`config.mk`:
```
export PLATFORM = sky130hd
export DESIGN_NAME = tcw_ctrl
export DESIGN_NICKNAME = d
export VERILOG_FILES = /design/src/rtl/text_console_tile_writer_assert.svh /design/src/rtl/tcw_pkg.sv /design/src/rtl/tcw_ctrl.sv
export SDC_FILE = /design/constraint.sdc
export NUM_CORES = 1
export LEC_CHECK = 0
export ABC_AREA = 1
export BUFFER_PORTS_ARGS = -buffer_cell sky130_fd_sc_hd__buf_2
export CORE_AREA = 2 2 39 41
export DETAILED_ROUTE_END_ITERATION = 12
export DIE_AREA = 0 0 41 43
export GPL_TIMING_DRIVEN = 0
export HOLD_SLACK_MARGIN = 0.12
export PLACE_DENSITY = 0.63
export SLEW_MARGIN = 20
export SYNTH_ARGS = -nofsm -noshare
export SYNTH_HDL_FRONTEND = slang
export SYNTH_SLANG_ARGS = --single-unit
```
`constraint.sdc`:
```
create_clock -name clock -period 1.1 [get_ports clock]
set_clock_uncertainty 0.05 [all_clocks]
set_input_delay 0 -clock clock [delete_from_list [all_inputs] [get_ports clock]]
set_output_delay 0 -clock clock [all_outputs]
set_load 0.01 [all_outputs]
```
`src/rtl/text_console_tile_writer_assert.svh`:
```
// Assertion macros for the text console tile writer.
`ifndef TEXT_CONSOLE_TILE_WRITER_ASSERT_SVH
`define TEXT_CONSOLE_TILE_WRITER_ASSERT_SVH

`ifndef SYNTHESIS
`define TCW_ASSERT_SAME(label, clk, rst, ante, cons) \
   label: assert property (@(posedge clk) disable iff (rst) (ante) |-> (cons)) \
      else $error("text console tile writer check failed");
`define TCW_ASSERT_NEXT(label, clk, rst, ante, cons) \
   label: assert property (@(posedge clk) disable iff (rst) (ante) |=> (cons)) \
      else $error("text console tile writer check failed");
`else
`define TCW_ASSERT_SAME(label, clk, rst, ante, cons)
`define TCW_ASSERT_NEXT(label, clk, rst, ante, cons)
`endif

`endif

```
`src/rtl/tcw_pkg.sv`:
```
// Types and constants shared by the text console tile writer modules.
package tcw_pkg;

   localparam int FUNC_W      = 2;
   localparam int CHAR_W      = 8;
   localparam int READ_ROW_W  = 5;
   localparam int READ_COL_W  = 5;
   localparam int CELL_W      = 16;
   localparam int CUR_COL_W   = 6;
   localparam int CUR_ROW_W   = 5;
   localparam int PAL_W       = 4;
   localparam int TILE_CODE_W = CELL_W - PAL_W;

   localparam logic [CHAR_W-1:0] FIRST_PRINTABLE = 8'd32;
   localparam logic [CHAR_W-1:0] LAST_PRINTABLE  = 8'd127;
   localparam logic [PAL_W-1:0]  PALETTE_RESET   = 4'hF;

   typedef enum logic [FUNC_W-1:0] {
      FUNC_PRINT   = 2'd0,
      FUNC_NEWLINE = 2'd1,
      FUNC_CLEAR   = 2'd2,
      FUNC_READ    = 2'd3
   } tcw_func_type;

   typedef enum logic [2:0] {
      ST_INIT,
      ST_IDLE,
      ST_PRINT,
      ST_COPY,
      ST_FILL,
      ST_CLEAR,
      ST_RESPOND
   } tcw_state_type;

   typedef enum logic [1:0] {
      CUR_HOLD,
      CUR_HOME,
      CUR_NEWLINE,
      CUR_ADVANCE
   } tcw_cur_op_type;

   typedef struct packed {
      logic           req_load;
      tcw_cur_op_type cur_op;
      logic           sweep_clr;
      logic           sweep_inc;
      logic           write_zero;
      logic           write_char;
      logic           read_req;
      logic           copy;
      logic           respond;
   } tcw_cmd_type;

   typedef struct packed {
      logic printable;
      logic wrap;
      logic at_bottom;
      logic copy_last;
      logic sweep_last;
      logic copy_pend;
   } tcw_status_type;

endpackage

```
`src/rtl/tcw_ctrl.sv`:
```
// Sequencer for the text console tile writer: decodes requests and walks scroll and clear.
module tcw_ctrl (
   input  logic                     clock,
   input  logic                     reset,
   input  logic                     start,
   input  logic [1:0]               req_func,
   input  tcw_pkg::tcw_status_type  status,
   output logic                     busy,
   output tcw_pkg::tcw_cmd_type     cmd
);
   import tcw_pkg::*;

   tcw_state_type state_ff, state_in;
   logic          pend_print_ff, pend_print_in;
   tcw_func_type  func;

   assign func = tcw_func_type'(req_func);

   always_ff @(posedge clock) begin
      if (reset) begin
         state_ff      <= ST_INIT;
         pend_print_ff <= 1'b0;
      end else begin
         state_ff      <= state_in;
         pend_print_ff <= pend_print_in;
      end
   end

   always_comb begin
      state_in      = state_ff;
      pend_print_in = pend_print_ff;
      cmd           = '0;
      cmd.cur_op    = CUR_HOLD;
      busy          = (state_ff != ST_IDLE);
      unique case (state_ff)
         ST_INIT: begin
            cmd.write_zero = 1'b1;
            if (status.sweep_last) begin
               state_in = ST_IDLE;
            end else begin
               cmd.sweep_inc = 1'b1;
            end
         end
         ST_IDLE: begin
            if (start) begin
               cmd.req_load = 1'b1;
               unique case (func)
                  FUNC_PRINT: begin
                     if (!status.printable) begin
                        state_in = ST_RESPOND;
                     end else if (status.wrap) begin
                        cmd.cur_op = CUR_NEWLINE;
                        if (status.at_bottom) begin
                           cmd.sweep_clr = 1'b1;
                           pend_print_in = 1'b1;
                           state_in      = ST_COPY;
                        end else begin
                           state_in = ST_PRINT;
                        end
                     end else begin
                        state_in = ST_PRINT;
                     end
                  end
                  FUNC_NEWLINE: begin
                     cmd.cur_op = CUR_NEWLINE;
                     if (status.at_bottom) begin
                        cmd.sweep_clr = 1'b1;
                        pend_print_in = 1'b0;
                        state_in      = ST_COPY;
                     end else begin
                        state_in = ST_RESPOND;
                     end
                  end
                  FUNC_CLEAR: begin
                     cmd.cur_op    = CUR_HOME;
                     cmd.sweep_clr = 1'b1;
                     state_in      = ST_CLEAR;
                  end
                  FUNC_READ: begin
                     cmd.read_req = 1'b1;
                     state_in     = ST_RESPOND;
                  end
               endcase
            end
         end
         ST_PRINT: begin
            cmd.write_char = 1'b1;
            cmd.cur_op     = CUR_ADVANCE;
            state_in       = ST_RESPOND;
         end
         ST_COPY: begin
            cmd.copy      = 1'b1;
            cmd.sweep_inc = 1'b1;
            if (status.copy_last) begin
               state_in = ST_FILL;
            end
         end
         ST_FILL: begin
            if (!status.copy_pend) begin
               cmd.write_zero = 1'b1;
               if (status.sweep_last) begin
                  state_in      = pend_print_ff ? ST_PRINT : ST_RESPOND;
                  pend_print_in = 1'b0;
               end else begin
                  cmd.sweep_inc = 1'b1;
               end
            end
         end
         ST_CLEAR: begin
            cmd.write_zero = 1'b1;
            if (status.sweep_last) begin
               state_in = ST_RESPOND;
            end else begin
               cmd.sweep_inc = 1'b1;
            end
         end
         ST_RESPOND: begin
            cmd.respond = 1'b1;
            state_in    = ST_IDLE;
         end
         default: begin
            state_in = ST_INIT;
         end
      endcase
   end

endmodule

```
==> results of run 1 <==
[cell usage in the layout (no fill, tap or decap), drive strengths merged]
master        n
o211ai        1
inv          15
clkbuf        4
dfxtp         4
o21ai         5
nand2        29
nor3          2
dlygate4sd3   2
nand3         8
nor2         16
a21oi         7
buf          33
[critical path, cell delays in order, from the launching register on]
cell,delay [ps]
dfxtp_4,390
inv_4,60
nor2_4,110
nand2_4,70
nor2_4,110
inv_2,50
o21ai_1,100
buf_2,140
[cell families (layout without fill, tap and decap cells)]
kind of cell,after synthesis,in the layout,synth area share
flops,4,4,0.169
compound gates,13,13,0.151
simple gates,55,55,0.561
buf+inv,15,54,0.119
[where the power goes]
| group | internal, mW | switching [mW] | total (mW) | leakage [nW] |
|---|---|---|---|---|
| combinational | 0.848 | 0.986 | 1.83 | 0.403 |
| clock | 0.136 | 0.0668 | 0.203 | 0.0150 |
| sequential | 0.237 | 0.147 | 0.384 | 0.0349 |
| total | 1.22 | 1.20 | 2.42 | 0.452 |
[routing by layer]
layer | GRT usage | share of wire | vias to the layer above
li1 | - | - | 356
met3 | 0.0314 | 0.047 | 0
met1 | 0.224 | 0.40 | 306
met4 | 0.0200 | 0 | 0
met2 | 0.294 | 0.56 | 21
met5 | 0 | 0 | -
[final timing paths]
check,endpoint,cells past startpoint,slack [ps]
hold / removal,state_ff[2],6,130
setup / recovery,cmd[7],7,-220
hold reg to reg,pend_print_ff,4,500
setup reg to reg,state_ff[2],8,-190
[cell type report]
class                           count  share of cell area
Clock buffer                        4              0.0297
Multi-Input combinational cell     68               0.489
Tap cell                           16              0.0226
Timing Repair Buffer               35               0.284
Sequential cell                     4               0.103
Inverter                           15              0.0720
[flip-flops by register name, indices dropped and copies added, names as in the netlist]
register / count
state_ff: 3
pend_print_ff: 1
[metrics by stage]
step | setup slack (ps) | utilization
final | -221 | 0.640
after CTS | -196 | 0.555
after global routing | -311 | 0.640
after global placement | -175 | 0.451
after detailed placement | -167 | 0.451
after floorplan | -79.4 | -
[repair_timing]
action	CTS	global route
hold buffers	2	0
resized for setup	14	18
cloned	0	0
pin swaps	8	6
endpoints found under the hold margin	4	0
setup endpoints to repair	14	14
buffers inserted	6	6
==> impl_metrics.toml, run 1 <==
[global_routing]
grt_pass1_vias = 555
antenna_found_initial = 0
globalRouteOverflowTotal = 0
grt_pass1_wl_um = 2210
grt_usage = 0.174
grt_max_degree = 7

[yosys]
yosys_warnings = 0
synth_top_area_frac = 0.214
synth_top_cells_by_count = "nand2_1 (27), inv_1 (11), nor2_1 (10), nand3_1 (7), a21oi_1 (6)"
synth-edff-count = 0
synth.cell_area_um2 = 473
synth_flop_cell = "dfxtp_1"
yosys-top-cells-area = "nand2_1 (21%), dfxtp_1 (17%), inv_1 (8.7%)"
yosys.area.top_type = "nand2_1"
syn_avg_cell_area_um2 = 5.44
synthCells = 87
async_reset_ff_frac = 0
synth.most_common_cell = "nand2_1"
yosysUniqueCellTypes = 17
yosys_register_bits = 4
syn_nets = 98
yosysSeqAreaShare = 0.169

[place]
io_buffers = 21
post-dp-hpwl_um = 957
dp.cells = 124
gp_congestion = 0.749
place_area_um2 = 624

[drt]
drtAntennaViolNets = 0
wirelength_um = 1510
avgViaCountPerCell = 4.81
wl_per_cell_um = 10.6
vias = 683
drtPass1Iterations = 4
drt-initial-drc-count = 3
drc = 0

[finish]
seqCellArea_um2 = 91.3
fin_nets = 138
drive_gt1_frac = 0.540
finish.instance_area_um2 = 886
area_growth_pct = 87.3
antenna_cells = 0
multi_input_area_um2 = 433
layoutNonFillerInstCount = 142
fill_cells = 120

[clocking]
h-tree-depth = 1
numCtsBuffers = 3
path_clk_slew_ps = 50
cts_tree = "built"
clock_latency_ps = 240
clkSinkCount = 4
clockRootBuffer = "clkbuf_4"
clockBufferDepth = 2

[timing]
hold_viol = 0
rsz0062_at_grt = "yes"
setup_viol = 15
tightest_slew_ps = 231
relSlewSlack = 0.845
drv_slew = 0
layout_setup_ws_ps = -221
post-route-min-period_ps = 1320
final.setup.tns_ps = -2010
fin_crit_sh = 1.20
clock.fmax_mhz = 757
holdWs_ps = 133

[run_status]
outcome = "finished with violations"
violations = "negative setup slack"

[die]
core_um2 = 1380
rows = 14
io_pins = 22
die-area_um2 = 1760
start_util = 0.342
die_h_um = 43
fp.dieW_um = 41

[pwr]
power.density_nw_per_um2 = 2730
max-vdd-ir-drop_mv = 1.07
power_mw = 2.42
p_leak_nw = 0.452

[worst_hold_path]
min_path_type = "primary input to flop"
holdCritStartpoint = "status[5]"

[setup_path]
cp.arrival_ps = 1270
endpoint_kind = "primary output"
cp_max_fo = 5
path_class = "flop to primary output"
cp-startpoint = "state_ff[0]"
cp-start-kind = "flop"
cp_data_required_time_ps = 1050
r2r_start = "state_ff[0]"

[run]
maxCapViolations = 0
Power figures use the tool's default switching activity.
==> run 2: changes to the inputs <==
CTS_BUF_LIST = sky130_fd_sc_hd__clkbuf_8 sky130_fd_sc_hd__clkbuf_16   (was not set)
==> run 2 against run 1 <==
  * Highest routed layer is now met4
  * Maximum frequency grew 0.47%
  * The flow still finishes with violations (negative setup slack)
  * Final cell count decreased by 3.5%
  * Hold slack improved by 11 ps
  * Largest power group unchanged
==> impl_metrics.toml, run 2 (synthesized netlist as in run 1, its figures left out) <==
[setup_path]
crit_path_max_incr_delay_ps = 380
timing.critical_path.buf_inv = 1
cp.arrival_ps = 1400
cp_cell_sequence = "nor2_4 > nand2_4 > a21oi_4 > buf_6 > o21ai_0 > a21oi_1"
endpoint_kind = "flop"
cp-start-kind = "flop"
cp_data_required_time_ps = 1190
reg2reg_to = "state_ff[0]"
reg2reg_slack_ps = -220
path_class = "flop to flop"
cp_max_fo = 6
cp_top_family = "compound AO/OA/AOI/OAI gates"
r2r_cells = 6
r2r_start = "state_ff[1]"
cp-startpoint = "state_ff[1]"
slowest_stage = "dfxtp_4"

[place]
pre_cts_ws_ps = -167
gp_congestion = 0.749
post-dp-hpwl_um = 957
io_buffers = 21

[finish]
top_regs = "state_ff (3), pend_print_ff (1)"
largest_reg_flops = 3
final_cell_mix = "nand2_1 (26), buf_2 (19), inv_1 (10), nor2_1 (9), nor2_4 (6)"
drive_gt1_frac = 0.479
antenna_cells = 0
fin_nets = 133
area_growth_pct = 77.5
top_register = "state_ff"
layout.cells.most_common = "nand2_1"
final_core_util = 0.607

[timing]
relSlewSlack = 0.854
tightest_slew_ps = 218
fin_crit_sh = 1.20
post-route-min-period_ps = 1320
rsz0062_at_grt = "yes"
clock.fmax_mhz = 760
layout_setup_ws_ps = -215
setup_viol = 13
hold_viol = 0
drv_slew = 0
holdWs_ps = 144

[global_routing]
grt_usage = 0.188
grt_max_degree = 7
busiest_layer = "met2"
use_met3 = 0.0628
grt_pass1_wl_um = 2260
globalRouteOverflowTotal = 0
met2_usage = 0.284
antenna_found_initial = 0
grt_pass1_vias = 560
grt_util_met1 = 0.221

[clocking]
clkSinkCount = 4
h-tree-depth = 1
clock_latency_ps = 220
cts_tree = "built"
clockRootBuffer = "clkbuf_8"
path_clk_slew_ps = 40
clockBufferDepth = 2
numCtsBuffers = 3

[pwr]
power.density_nw_per_um2 = 2810
power_mw = 2.36
p_leak_nw = 0.433
max-vdd-ir-drop_mv = 1.08

[die]
start_util = 0.342
rows = 14
die_h_um = 43
die-area_um2 = 1760
io_pins = 22
core_um2 = 1380
fp.dieW_um = 41

[drt]
drtPass1Iterations = 4
drtAntennaViolNets = 0
drt-initial-drc-count = 5
vias = 662
wirelength_um = 1440
wl_per_cell_um = 10.5
drc = 0
avgViaCountPerCell = 4.83

[run_status]
violations = "negative setup slack"
outcome = "finished with violations"

[run]
maxCapViolations = 0

[worst_hold_path]
min_path_type = "primary input to flop"
whs_path_depth = 6
holdCritStartpoint = "status[5]"
worst_hold_path.endpoint = "state_ff[2]"
==> run 2: layout make-up <==
cell class / count / area (um^2)
well taps: 16 / 20.0
flip-flops and latches: 4 / 91.3
clock inverters: 1 / 3.75
inverters: 15 / 61.3
clock buffers: 3 / 41.3
multi-input cells: 68 / 424
fillers: 136 / 544
repair buffers: 30 / 198
==> run 2: what timing repair did <==
item	CTS	global route
buffers inserted	6	1
pin swaps	9	4
hold buffers	2	0
endpoints found under the hold margin	4	0
setup endpoints to repair	13	14
resized for setup	14	9
==> run 2: layer usage <==
| metal | part of all wire | up-vias | routed length [um] |
|---|---|---|---|
| met5 | 0 | - | 0 |
| met4 | 0.028 | 0 | 40 |
| met3 | 0.046 | 6 | 66 |
| met2 | 0.55 | 23 | 795 |
| met1 | 0.37 | 292 | 536 |
| li1 | - | 341 | - |
==> run 2: how the worst max path moves through the flow <==
| stage | endpoint | cells past startpoint |
|---|---|---|
| floorplan | pend_print_ff | 9 |
| global placement | state_ff[1] | 7 |
| detailed placement | state_ff[1] | 7 |
| CTS | cmd[7] | 7 |
| global route | state_ff[0] | 6 |
| finish | state_ff[0] | 6 |
==> run 2: worst register-to-register path: stages, from the launching register on <==
cell,delay (ps)
dfxtp_4,380
nor2_4,170
nand2_4,80
a21oi_4,140
buf_6,130
o21ai_0,100
a21oi_1,180
==> run 2: through the flow <==
step           TNS [ps]  instance area, um^2  cells
6_report          -1630                  840    137
5_1_grt           -2770                  840    137
4_1_cts           -1390                  787    136
3_5_place_dp       -711                  624    124
3_3_place_gp       -725                  624    124
2_1_floorplan      -222                  499     87
==> run 2: power breakdown <==
group,switching (mW),internal (mW)
clock,0.0823,0.238
sequential,0.151,0.238
combinational,0.912,0.741
